**config.mk**
```make
export PLATFORM = sky130hd
export DESIGN_NAME = windowed_log_sender_with_error_ring
export DESIGN_NICKNAME = d
export VERILOG_FILES = /design/src/hdl/wls_pkg.sv /design/src/hdl/wls_front.sv /design/src/hdl/wls_back.sv /design/src/hdl/windowed_log_sender_with_error_ring.sv
export SDC_FILE = /design/constraint.sdc
export NUM_CORES = 1
export LEC_CHECK = 0
export BUFFER_PORTS_ARGS = -buffer_cell sky130_fd_sc_hd__buf_2
export CELL_PAD_IN_SITES_DETAIL_PLACEMENT = 1
export CELL_PAD_IN_SITES_GLOBAL_PLACEMENT = 1
export CORE_MARGIN = 2
export CORE_UTILIZATION = 48
export DETAILED_ROUTE_END_ITERATION = 8
export PLACE_DENSITY_LB_ADDON = 0.1
export RECOVER_POWER = 50
export SLEW_MARGIN = 20
export SYNTH_ARGS = -nofsm -noshare
export SYNTH_HDL_FRONTEND = slang
export SYNTH_HIERARCHICAL = 1
export SYNTH_SLANG_ARGS = --single-unit
```
**constraint.sdc**
```tcl
create_clock -name clk -period 3.76 [get_ports clk]
set_input_delay 1.128 -clock clk [delete_from_list [all_inputs] [get_ports clk]]
set_output_delay 1.128 -clock clk [all_outputs]
set_load 0.03 [all_outputs]
```
**src/hdl/wls_pkg.sv**
```systemverilog
`timescale 1ns / 1ps
`default_nettype none

package wls_pkg;

    localparam int ERROR_DEPTH_DEF = 8;
    localparam int WINDOW_LIMIT    = 8;
    localparam int FRAME_SLOTS     = 16;
    localparam int QUEUE_DEPTH     = 2;

    // frame positions: cursor (8 bits) plus window offset
    localparam int POS_W = 9;

    typedef logic [2:0] op_t;
    localparam op_t OP_BLOCK = 3'd0;
    localparam op_t OP_INFO  = 3'd1;
    localparam op_t OP_ACK   = 3'd2;
    localparam op_t OP_SEND  = 3'd3;
    localparam op_t OP_SAVE  = 3'd4;

    localparam logic [1:0] RES_DATA    = 2'd0;
    localparam logic [1:0] RES_ERROR   = 2'd1;
    localparam logic [1:0] RES_NOTHING = 2'd2;
    localparam logic [1:0] RES_STATUS  = 2'd3;

    localparam logic [1:0] SENT_NOTHING = 2'd0;
    localparam logic [1:0] SENT_ERROR   = 2'd1;
    localparam logic [1:0] SENT_DATA    = 2'd2;

    localparam logic [0:0] REG_FRAMES_IN_BLOCK = 1'b0;
    localparam logic [0:0] REG_LAST_BLOCK      = 1'b1;

    typedef struct packed {
        op_t        op;
        logic [7:0] msg_id;
        logic       wait_expired;
        logic [7:0] error_code;
    } cmd_t;

    typedef struct packed {
        logic [4:0] frames_in_block;
        logic [7:0] last_block;
    } cfg_t;

endpackage

`default_nettype wire

```
**src/hdl/wls_front.sv**
```systemverilog
`timescale 1ns / 1ps
`default_nettype none

module wls_front (
    input  wire logic          clk,
    input  wire logic          rst_n,
    input  wire logic          s_tvalid,
    output logic               s_tready,
    input  wire logic [23:0]   s_tdata,  // msg_id, wait_expired, error_code, zero pad
    input  wire logic [2:0]    s_tuser,  // kind
    output logic               q_valid,
    output wls_pkg::cmd_t      q_cmd,
    input  wire logic          q_pop
);

    localparam int QPTR_W = $clog2(wls_pkg::QUEUE_DEPTH);
    localparam int QCNT_W = $clog2(wls_pkg::QUEUE_DEPTH + 1);

    wls_pkg::cmd_t q_mem_reg [wls_pkg::QUEUE_DEPTH];
    logic [QPTR_W-1:0] wr_ptr_reg, wr_ptr_next;
    logic [QPTR_W-1:0] rd_ptr_reg, rd_ptr_next;
    logic [QCNT_W-1:0] count_reg, count_next;

    wls_pkg::cmd_t cmd_in;
    logic          kind_ok;
    logic          push;

    // classify; unknown kinds are dropped here
    always_comb
    begin
        cmd_in.op           = s_tuser;
        cmd_in.msg_id       = s_tdata[7:0];
        cmd_in.wait_expired = s_tdata[8];
        cmd_in.error_code   = s_tdata[16:9];
        unique case (s_tuser)
            wls_pkg::OP_BLOCK,
            wls_pkg::OP_INFO,
            wls_pkg::OP_ACK,
            wls_pkg::OP_SEND,
            wls_pkg::OP_SAVE: kind_ok = 1'b1;
            default:          kind_ok = 1'b0;
        endcase
    end

    assign s_tready = (count_reg < QCNT_W'(wls_pkg::QUEUE_DEPTH));
    assign push     = s_tvalid && s_tready && kind_ok;
    assign q_valid  = (count_reg != '0);
    assign q_cmd    = q_mem_reg[rd_ptr_reg];

    always_comb
    begin
        wr_ptr_next = wr_ptr_reg;
        rd_ptr_next = rd_ptr_reg;
        count_next  = count_reg;
        if (push)
        begin
            wr_ptr_next = (wr_ptr_reg == QPTR_W'(wls_pkg::QUEUE_DEPTH - 1)) ? '0
                                                                            : wr_ptr_reg + 1'b1;
        end
        if (q_pop)
        begin
            rd_ptr_next = (rd_ptr_reg == QPTR_W'(wls_pkg::QUEUE_DEPTH - 1)) ? '0
                                                                            : rd_ptr_reg + 1'b1;
        end
        if (push && !q_pop)
        begin
            count_next = count_reg + 1'b1;
        end
        else if (!push && q_pop)
        begin
            count_next = count_reg - 1'b1;
        end
    end

    always_ff @(posedge clk or negedge rst_n)
    begin
        if (!rst_n)
        begin
            wr_ptr_reg <= '0;
            rd_ptr_reg <= '0;
            count_reg  <= '0;
        end
        else
        begin
            wr_ptr_reg <= wr_ptr_next;
            rd_ptr_reg <= rd_ptr_next;
            count_reg  <= count_next;
        end
    end

    always_ff @(posedge clk)
    begin
        if (push)
        begin
            q_mem_reg[wr_ptr_reg] <= cmd_in;
        end
    end

    assert property (@(posedge clk) disable iff (!rst_n)
        q_pop |-> (count_reg != '0))
        else $error("queue popped while empty");

endmodule

`default_nettype wire

```
**src/hdl/wls_back.sv**
```systemverilog
`timescale 1ns / 1ps
`default_nettype none

module wls_back #(
    parameter int ERROR_DEPTH = wls_pkg::ERROR_DEPTH_DEF
) (
    input  wire logic          clk,
    input  wire logic          rst_n,
    input  wire wls_pkg::cfg_t cfg,
    input  wire logic          q_valid,
    input  wire wls_pkg::cmd_t q_cmd,
    output logic               q_pop,
    output logic               m_tvalid,
    input  wire logic          m_tready,
    output logic [23:0]        m_tdata,  // frame_id, remaining, payload_index, send_next, pad
    output logic [1:0]         m_tuser,  // item_kind
    output logic               m_tlast
);

    localparam int PTR_W = (ERROR_DEPTH > 1) ? $clog2(ERROR_DEPTH) : 1;
    localparam int POS_W = wls_pkg::POS_W;

    localparam logic [1:0] ST_IDLE = 2'd0;
    localparam logic [1:0] ST_INFO = 2'd1;
    localparam logic [1:0] ST_SEND = 2'd2;

    logic [7:0] err_mem [ERROR_DEPTH];

    logic [1:0]       state_reg, state_next;
    logic [7:0]       cursor_reg, cursor_next;
    logic [7:0]       ack_exp_reg, ack_exp_next;
    logic [3:0]       window_reg, window_next;
    logic [7:0]       cur_blk_reg, cur_blk_next;
    logic [1:0]       sent_reg, sent_next;
    logic [PTR_W-1:0] rp_reg, rp_next;
    logic [PTR_W-1:0] wp_reg, wp_next;
    logic             ovr_reg, ovr_next;
    logic             out_valid_reg, out_valid_next;

    logic [POS_W-1:0] pos_reg, pos_next;
    logic [3:0]       rem_reg, rem_next;
    logic             has_reg, has_next;
    logic [7:0]       rd_data_reg;
    logic [1:0]       out_kind_reg, out_kind_next;
    logic [7:0]       out_id_reg, out_id_next;
    logic [3:0]       out_rem_reg, out_rem_next;
    logic [3:0]       out_pidx_reg, out_pidx_next;
    logic             out_nxt_reg, out_nxt_next;
    logic             out_last_reg, out_last_next;

    logic             can_out;
    logic             mem_we;
    logic             rd_en;
    logic [POS_W-1:0] nfr;
    logic [POS_W-1:0] start;
    logic [POS_W-1:0] pos_inc;
    logic             has_entry;
    logic [PTR_W-1:0] rp_inc;
    logic [PTR_W-1:0] wp_inc;
    logic [3:0]       end_rem;
    logic [7:0]       err_val;
    logic             frame_last;

    assign can_out   = !out_valid_reg || m_tready;
    assign nfr       = (cfg.frames_in_block > 5'(wls_pkg::FRAME_SLOTS))
                       ? POS_W'(wls_pkg::FRAME_SLOTS)
                       : POS_W'(cfg.frames_in_block);
    assign start     = (cursor_reg == 8'd0) ? POS_W'(1) : POS_W'(cursor_reg);
    assign pos_inc   = pos_reg + 1'b1;
    assign has_entry = (rp_reg != wp_reg) || ovr_reg;
    assign rp_inc    = (rp_reg == PTR_W'(ERROR_DEPTH - 1)) ? '0 : rp_reg + 1'b1;
    assign wp_inc    = (wp_reg == PTR_W'(ERROR_DEPTH - 1)) ? '0 : wp_reg + 1'b1;
    assign end_rem   = (cur_blk_reg >= cfg.last_block) ? 4'(wls_pkg::WINDOW_LIMIT + 1)
                                                       : 4'(wls_pkg::WINDOW_LIMIT);
    assign err_val   = has_reg ? rd_data_reg : 8'd0;
    assign frame_last = (rem_reg == 4'd1) || (pos_inc == nfr);

    always_comb
    begin
        state_next     = state_reg;
        cursor_next    = cursor_reg;
        ack_exp_next   = ack_exp_reg;
        window_next    = window_reg;
        cur_blk_next   = cur_blk_reg;
        sent_next      = sent_reg;
        rp_next        = rp_reg;
        wp_next        = wp_reg;
        ovr_next       = ovr_reg;
        pos_next       = pos_reg;
        rem_next       = rem_reg;
        has_next       = has_reg;
        out_valid_next = out_valid_reg && !m_tready;
        out_kind_next  = out_kind_reg;
        out_id_next    = out_id_reg;
        out_rem_next   = out_rem_reg;
        out_pidx_next  = out_pidx_reg;
        out_nxt_next   = out_nxt_reg;
        out_last_next  = out_last_reg;
        q_pop          = 1'b0;
        mem_we         = 1'b0;
        rd_en          = 1'b0;

        unique case (state_reg)
            ST_IDLE:
            begin
                if (q_valid && can_out)
                begin
                    q_pop = 1'b1;
                    unique case (q_cmd.op)
                        wls_pkg::OP_BLOCK:
                        begin
                            out_nxt_next = 1'b0;
                            if (q_cmd.msg_id <= cfg.last_block)
                            begin
                                out_nxt_next = 1'b1;
                                if (q_cmd.msg_id != cur_blk_reg)
                                begin
                                    cur_blk_next = q_cmd.msg_id;
                                    cursor_next  = 8'd1;
                                    window_next  = 4'd1;
                                end
                            end
                            out_valid_next = 1'b1;
                            out_kind_next  = wls_pkg::RES_STATUS;
                            out_id_next    = 8'd0;
                            out_rem_next   = 4'd0;
                            out_pidx_next  = 4'd0;
                            out_last_next  = 1'b1;
                        end
                        wls_pkg::OP_INFO:
                        begin
                            rd_en      = 1'b1;
                            has_next   = has_entry;
                            state_next = ST_INFO;
                        end
                        wls_pkg::OP_ACK:
                        begin
                            out_nxt_next = 1'b0;
                            if (sent_reg == wls_pkg::SENT_ERROR)
                            begin
                                if (has_entry)
                                begin
                                    rp_next  = rp_inc;
                                    ovr_next = 1'b0;
                                end
                            end
                            else if (sent_reg == wls_pkg::SENT_DATA)
                            begin
                                cursor_next = q_cmd.msg_id;
                                if (q_cmd.msg_id == ack_exp_reg)
                                begin
                                    window_next = 4'(wls_pkg::WINDOW_LIMIT - 1);
                                end
                                else if (q_cmd.wait_expired && (window_reg > 4'd1))
                                begin
                                    window_next = window_reg >> 1;
                                end
                                out_nxt_next = (POS_W'(q_cmd.msg_id) <= nfr);
                            end
                            out_valid_next = 1'b1;
                            out_kind_next  = wls_pkg::RES_STATUS;
                            out_id_next    = 8'd0;
                            out_rem_next   = 4'd0;
                            out_pidx_next  = 4'd0;
                            out_last_next  = 1'b1;
                        end
                        wls_pkg::OP_SEND:
                        begin
                            sent_next = wls_pkg::SENT_DATA;
                            if ((window_reg != 4'd0) && ((start - 1'b1) < nfr))
                            begin
                                pos_next   = start - 1'b1;
                                rem_next   = window_reg;
                                state_next = ST_SEND;
                            end
                            else
                            begin
                                ack_exp_next = start[7:0];
                            end
                        end
                        wls_pkg::OP_SAVE:
                        begin
                            mem_we  = 1'b1;
                            wp_next = wp_inc;
                            if (ovr_reg)
                            begin
                                rp_next = rp_inc;
                            end
                            if (wp_inc == (ovr_reg ? rp_inc : rp_reg))
                            begin
                                ovr_next = 1'b1;
                            end
                        end
                        default:
                        begin
                        end
                    endcase
                end
            end
            ST_INFO:
            begin
                if (can_out)
                begin
                    out_valid_next = 1'b1;
                    out_rem_next   = 4'd1;
                    out_pidx_next  = 4'd0;
                    out_nxt_next   = 1'b0;
                    out_last_next  = 1'b1;
                    if ((err_val != 8'd0) && !err_val[7])
                    begin
                        out_kind_next = wls_pkg::RES_ERROR;
                        out_id_next   = err_val;
                        sent_next     = wls_pkg::SENT_ERROR;
                    end
                    else
                    begin
                        out_kind_next = wls_pkg::RES_NOTHING;
                        out_id_next   = 8'd1;
                        sent_next     = wls_pkg::SENT_NOTHING;
                    end
                    state_next = ST_IDLE;
                end
            end
            ST_SEND:
            begin
                if (can_out)
                begin
                    out_valid_next = 1'b1;
                    out_kind_next  = wls_pkg::RES_DATA;
                    out_id_next    = pos_inc[7:0];
                    out_rem_next   = (pos_inc == nfr) ? end_rem : rem_reg;
                    out_pidx_next  = pos_reg[3:0];
                    out_nxt_next   = 1'b0;
                    out_last_next  = frame_last;
                    pos_next       = pos_inc;
                    rem_next       = rem_reg - 1'b1;
                    if (frame_last)
                    begin
                        ack_exp_next = 8'(pos_reg + POS_W'(2));
                        state_next   = ST_IDLE;
                    end
                end
            end
            default:
            begin
                state_next = ST_IDLE;
            end
        endcase
    end

    always_ff @(posedge clk or negedge rst_n)
    begin
        if (!rst_n)
        begin
            state_reg     <= ST_IDLE;
            cursor_reg    <= 8'd1;
            ack_exp_reg   <= 8'd1;
            window_reg    <= 4'd1;
            cur_blk_reg   <= 8'd0;
            sent_reg      <= wls_pkg::SENT_NOTHING;
            rp_reg        <= '0;
            wp_reg        <= '0;
            ovr_reg       <= 1'b0;
            out_valid_reg <= 1'b0;
        end
        else
        begin
            state_reg     <= state_next;
            cursor_reg    <= cursor_next;
            ack_exp_reg   <= ack_exp_next;
            window_reg    <= window_next;
            cur_blk_reg   <= cur_blk_next;
            sent_reg      <= sent_next;
            rp_reg        <= rp_next;
            wp_reg        <= wp_next;
            ovr_reg       <= ovr_next;
            out_valid_reg <= out_valid_next;
        end
    end

    always_ff @(posedge clk)
    begin
        pos_reg      <= pos_next;
        rem_reg      <= rem_next;
        has_reg      <= has_next;
        out_kind_reg <= out_kind_next;
        out_id_reg   <= out_id_next;
        out_rem_reg  <= out_rem_next;
        out_pidx_reg <= out_pidx_next;
        out_nxt_reg  <= out_nxt_next;
        out_last_reg <= out_last_next;
    end

    // error ring storage
    always_ff @(posedge clk)
    begin
        if (mem_we)
        begin
            err_mem[wp_reg] <= q_cmd.error_code;
        end
        if (rd_en)
        begin
            rd_data_reg <= err_mem[rp_reg];
        end
    end

    assign m_tvalid = out_valid_reg;
    assign m_tuser  = out_kind_reg;
    assign m_tlast  = out_last_reg;
    assign m_tdata  = {7'd0, out_nxt_reg, out_pidx_reg, out_rem_reg, out_id_reg};

    assert property (@(posedge clk) disable iff (!rst_n)
        ovr_reg |-> (rp_reg == wp_reg))
        else $error("ring full flag set with unequal pointers");

    assert property (@(posedge clk) disable iff (!rst_n)
        (state_reg == ST_SEND) |-> ((rem_reg != 4'd0) && (pos_reg < nfr)))
        else $error("send burst running past window or block");

    assert property (@(posedge clk) disable iff (!rst_n)
        q_pop |-> (can_out && (state_reg == ST_IDLE)))
        else $error("request taken while back end busy");

endmodule

`default_nettype wire

```
**src/hdl/windowed_log_sender_with_error_ring.sv**
```systemverilog
// A block request or an ack goes from the queue straight into the output register; an
// info request passes the error store read register, then the output register; a send
// of at most seven frames first loads its start position, then writes one frame per
// cycle while the output is not stalled. Requests enter a two-entry queue at one per
// cycle while it has room; the back end takes no new request during an info request or send.
// Reset (rst_n, async): queue empty, cursor, ack and window 1, block 0; store not cleared.
`timescale 1ns / 1ps
`default_nettype none

module windowed_log_sender_with_error_ring #(
    parameter int ERROR_DEPTH = wls_pkg::ERROR_DEPTH_DEF
) (
    input  wire logic        clk,
    input  wire logic        rst_n,
    input  wire logic        s_tvalid,
    output logic             s_tready,
    input  wire logic [23:0] s_tdata,  // msg_id[7:0], wait_expired[8], error_code[16:9]
    input  wire logic [2:0]  s_tuser,  // kind
    output logic             m_tvalid,
    input  wire logic        m_tready,
    output logic [23:0]      m_tdata,  // frame_id[7:0], remaining[11:8],
                                       // payload_index[15:12], send_next[16]
    output logic [1:0]       m_tuser,  // item_kind
    output logic             m_tlast,  // last
    input  wire logic        psel,
    input  wire logic        penable,
    input  wire logic        pwrite,
    input  wire logic [2:0]  paddr,
    input  wire logic [31:0] pwdata,
    output logic [31:0]      prdata,
    output logic             pready
);

    logic [4:0]    fib_reg;
    logic [7:0]    lb_reg;
    logic          wr_en;
    wls_pkg::cfg_t cfg;
    wls_pkg::cmd_t q_cmd;
    logic          q_valid;
    logic          q_pop;

    assign pready = 1'b1;
    assign wr_en  = psel && penable && pwrite && pready;

    always_ff @(posedge clk or negedge rst_n)
    begin
        if (!rst_n)
        begin
            fib_reg <= 5'd16;
            lb_reg  <= 8'd8;
        end
        else if (wr_en)
        begin
            unique case (paddr[2])
                wls_pkg::REG_FRAMES_IN_BLOCK: fib_reg <= pwdata[4:0];
                wls_pkg::REG_LAST_BLOCK:      lb_reg  <= pwdata[7:0];
                default:
                begin
                end
            endcase
        end
    end

    assign prdata = (paddr[2] == wls_pkg::REG_LAST_BLOCK) ? {24'd0, lb_reg} : {27'd0, fib_reg};

    assign cfg.frames_in_block = fib_reg;
    assign cfg.last_block      = lb_reg;

    wls_front u_front (
        .clk      (clk),
        .rst_n    (rst_n),
        .s_tvalid (s_tvalid),
        .s_tready (s_tready),
        .s_tdata  (s_tdata),
        .s_tuser  (s_tuser),
        .q_valid  (q_valid),
        .q_cmd    (q_cmd),
        .q_pop    (q_pop)
    );

    wls_back #(
        .ERROR_DEPTH (ERROR_DEPTH)
    ) u_back (
        .clk      (clk),
        .rst_n    (rst_n),
        .cfg      (cfg),
        .q_valid  (q_valid),
        .q_cmd    (q_cmd),
        .q_pop    (q_pop),
        .m_tvalid (m_tvalid),
        .m_tready (m_tready),
        .m_tdata  (m_tdata),
        .m_tuser  (m_tuser),
        .m_tlast  (m_tlast)
    );

endmodule

`default_nettype wire
```
==> impl_metrics.json <==
{
  "drive_gt1_share_pct": 23.6,
  "ys_ff_latch": 202,
  "clk_pin_slew_ns": 0.06,
  "h-tree-depth": 1,
  "wl_um": 23800,
  "cts_setup_buffers": 0,
  "synth_top_cells_by_count": "edfxtp_1 (146), dfrtp_1 (51), mux2_2 (50), nand2_1 (40), ha_1 (38)",
  "drc": 0,
  "rsz0062_at_grt": "false",
  "critPathKind": "reg -> reg",
  "die_h_um": 149,
  "synth-warning-count": 6,
  "synth_most_common_cell": "edfxtp_1",
  "worstPathArrival_ns": 3.80,
  "setup_viol": 0,
  "synthCells": 754,
  "rr_startpoint": "u_front/rd_ptr_reg",
  "numPortBuffers": 65,
  "hold_viol": 0,
  "worstSetupStartpointType": "register",
  "vias": 6164,
  "first_global_vias": 6587,
  "die_area_mm2": 0.0223,
  "cts_tree": "built",
  "fp-row-count": 53,
  "cts_buffer_depth": 3,
  "skew_ns": 0.0221,
  "clock_sinks": 202,
  "worstHoldStart": "u_front/wr_ptr_reg",
  "yosys.area.top_type": "edfxtp_1",
  "io_pins": 131,
  "synth_top_area_share_pct": 43.2,
  "track_usage_pct": 21.7,
  "syn_to_final_growth_pct": 12.4,
  "hp-class": "reg -> reg",
  "n_antenna_cell": 0,
  "powerDensity_mw_per_mm2": 793,
  "synth_edf_count": 146,
  "via_per_inst": 5.43,
  "drtIter0Drc": 278,
  "synth_area_mm2": 0.0102,
  "critPathSlowestCell": "nor3_2",
  "finalNetCount": 950,
  "grt_pass1_wl_um": 37100,
  "cts-buffers-inserted": 23,
  "hold_buffers": 0,
  "crit_buf_inv": 1,
  "cp-startpoint": "u_front/rd_ptr_reg",
  "cp_max_fo": 8,
  "synth_area_leaders": "edfxtp_1 (43%), dfrtp_1 (13%), mux2_2 (5.5%), ha_1 (4.7%), mux4_2 (3.5%)",
  "antenna_found_initial": 0,
  "die_width_um": 149,
  "endpoint_kind": "register",
  "period_minus_slack_ns": 3.40,
  "grt-ovfl-total": 0,
  "max_freq_ghz": 0.294,
  "hpwl_um": 17400,
  "cts_resized": 0,
  "ant_nets": 0,
  "root_buffer": "clkbuf_16",
  "violations": "max-capacitance violations, max-slew violations",
  "grt_max_degree": 46,
  "yosysSeqAreaShare_pct": 57.1,
  "maxSlewViolCount": 64,
  "core-area_mm2": 0.0209,
  "synth_flop_cell": "edfxtp_1",
  "largest_reg_flops": 64,
  "max_stage_delay_ns": 0.66,
  "power_w": 0.00905,
  "drv_cap": 2,
  "finalSetupTns_ns": 0,
  "p_leak_nw": 4.42,
  "tightest_slew_ns": 2.25,
  "ys_async_sr_fraction_pct": 27.7,
  "status": "complete, but fails checks",
  "ir_drop_mv": 0.425,
  "cp.required_ns": 4.16,
  "ys_types": 72,
  "slew_headroom_pct": -50.0,
  "start_util_pct": 48.6,
  "avgSynthCellArea_um2": 13.5,
  "wl_per_cell_um": 21.0,
  "gp_congestion": 0.830,
  "drt-pass1-iter-count": 4,
  "worst_skew_pair.late_latency_ns": 0.52,
  "path_delay_family": "multiplexers",
  "holdWs_ns": 0.495,
  "timing.final.crit_share_pct": 90.6,
  "crit_path_cell_trace": "clkbuf_1 > mux2_2 > ha_1 > a21oi_1 > o21ai_0 > a21oi_1 > a31oi_1 > nor3_2 > mux2_2"
}
[logic make-up (layout without fill, tap and decap cells)]
logic type | after synthesis | count (layout) | share of synthesized area (%)
xor+xnor | 43 | 43 | 3.85
mux | 99 | 99 | 13.3
flops | 202 | 202 | 57.1
fa+ha+maj | 38 | 38 | 4.68
other cells | 3 | 32 | 0.111
compound gates | 101 | 101 | 6.75
simple gates | 172 | 172 | 9.12
buf+inv | 96 | 173 | 5.14
[per-stage QoR]
stage	worst slack (ns)	std cells	util, %	area (µm²)
4_1_cts	0.414	1134	55.0	11500
5_1_grt	0.181	1135	54.6	11400
3_5_place_dp	0.432	1092	51.6	10800
6_report	0.355	1135	54.6	11400
2_1_floorplan	0.332	783	-	10300
3_3_place_gp	0.520	1092	51.6	10800
[layout by cell type (no fill, tap or decap), types with 11 or more instances in the layout]
cell	instances
nand2_1	40
inv_1	35
clkbuf_1	23
clkbuf_16	23
xnor2_1	31
nand4_1	11
xor2_1	11
buf_2	52
mux2i_1	14
dfrtp_1	51
mux2_4	11
conb_1	32
ha_1	38
edfxtp_1	146
buf_4	24
mux2_2	48
o21ai_0	24
nor3_1	15
mux4_2	16
nor2_1	34
a21oi_1	30
[worst reg2reg max path: cells and delay by family (launching register included)]
kind / cells / cell delay, ns
compound gates: 4 / 0.46
fa+ha+maj: 1 / 0.36
flops: 1 / 0.49
mux: 2 / 0.94
buf+inv: 1 / 0.36
simple gates: 1 / 0.67
[routing by layer]
layer	wire length, µm	global-route usage (%)	up-vias
li1	-	-	2900
met1	10200	28.2	3100
met2	12100	38.1	119
met3	786	2.47	45
met4	813	7.00	0
met5	0	0	-
[where the power goes]
part	switching (W)	internal [W]	total [W]
Clock	0.000882	0.00120	0.00209
Sequential	0.000382	0.00304	0.00342
Combinational	0.00210	0.00144	0.00355
Total	0.00337	0.00568	0.00905
[layout make-up]
cell class	count	area [µm²]
multi-input combinational	485	3910
sequential	202	5790
inverter	36	135
clock inverter	13	104
tap	275	344
clock buffer	29	598
fill	2141	9480
timing repair buffer	95	520
[worst paths after layout]
| path | cells past startpoint | slack, ns | end |
|---|---|---|---|
| hold reg to reg | 1 | 0.50 | u_front/wr_ptr_reg |
| max in group asynchronous | 2 | 1.00 | u_back/sent_reg[0] |
| setup reg to reg | 9 | 0.36 | u_back/cur_blk_reg[7] |
| hold / removal | 1 | 0.50 | u_front/wr_ptr_reg |
| setup / recovery | 9 | 0.36 | u_back/cur_blk_reg[7] |
| min in group asynchronous | 1 | 1.28 | u_back/cur_blk_reg[5] |
(Power assumes the default switching activity.)
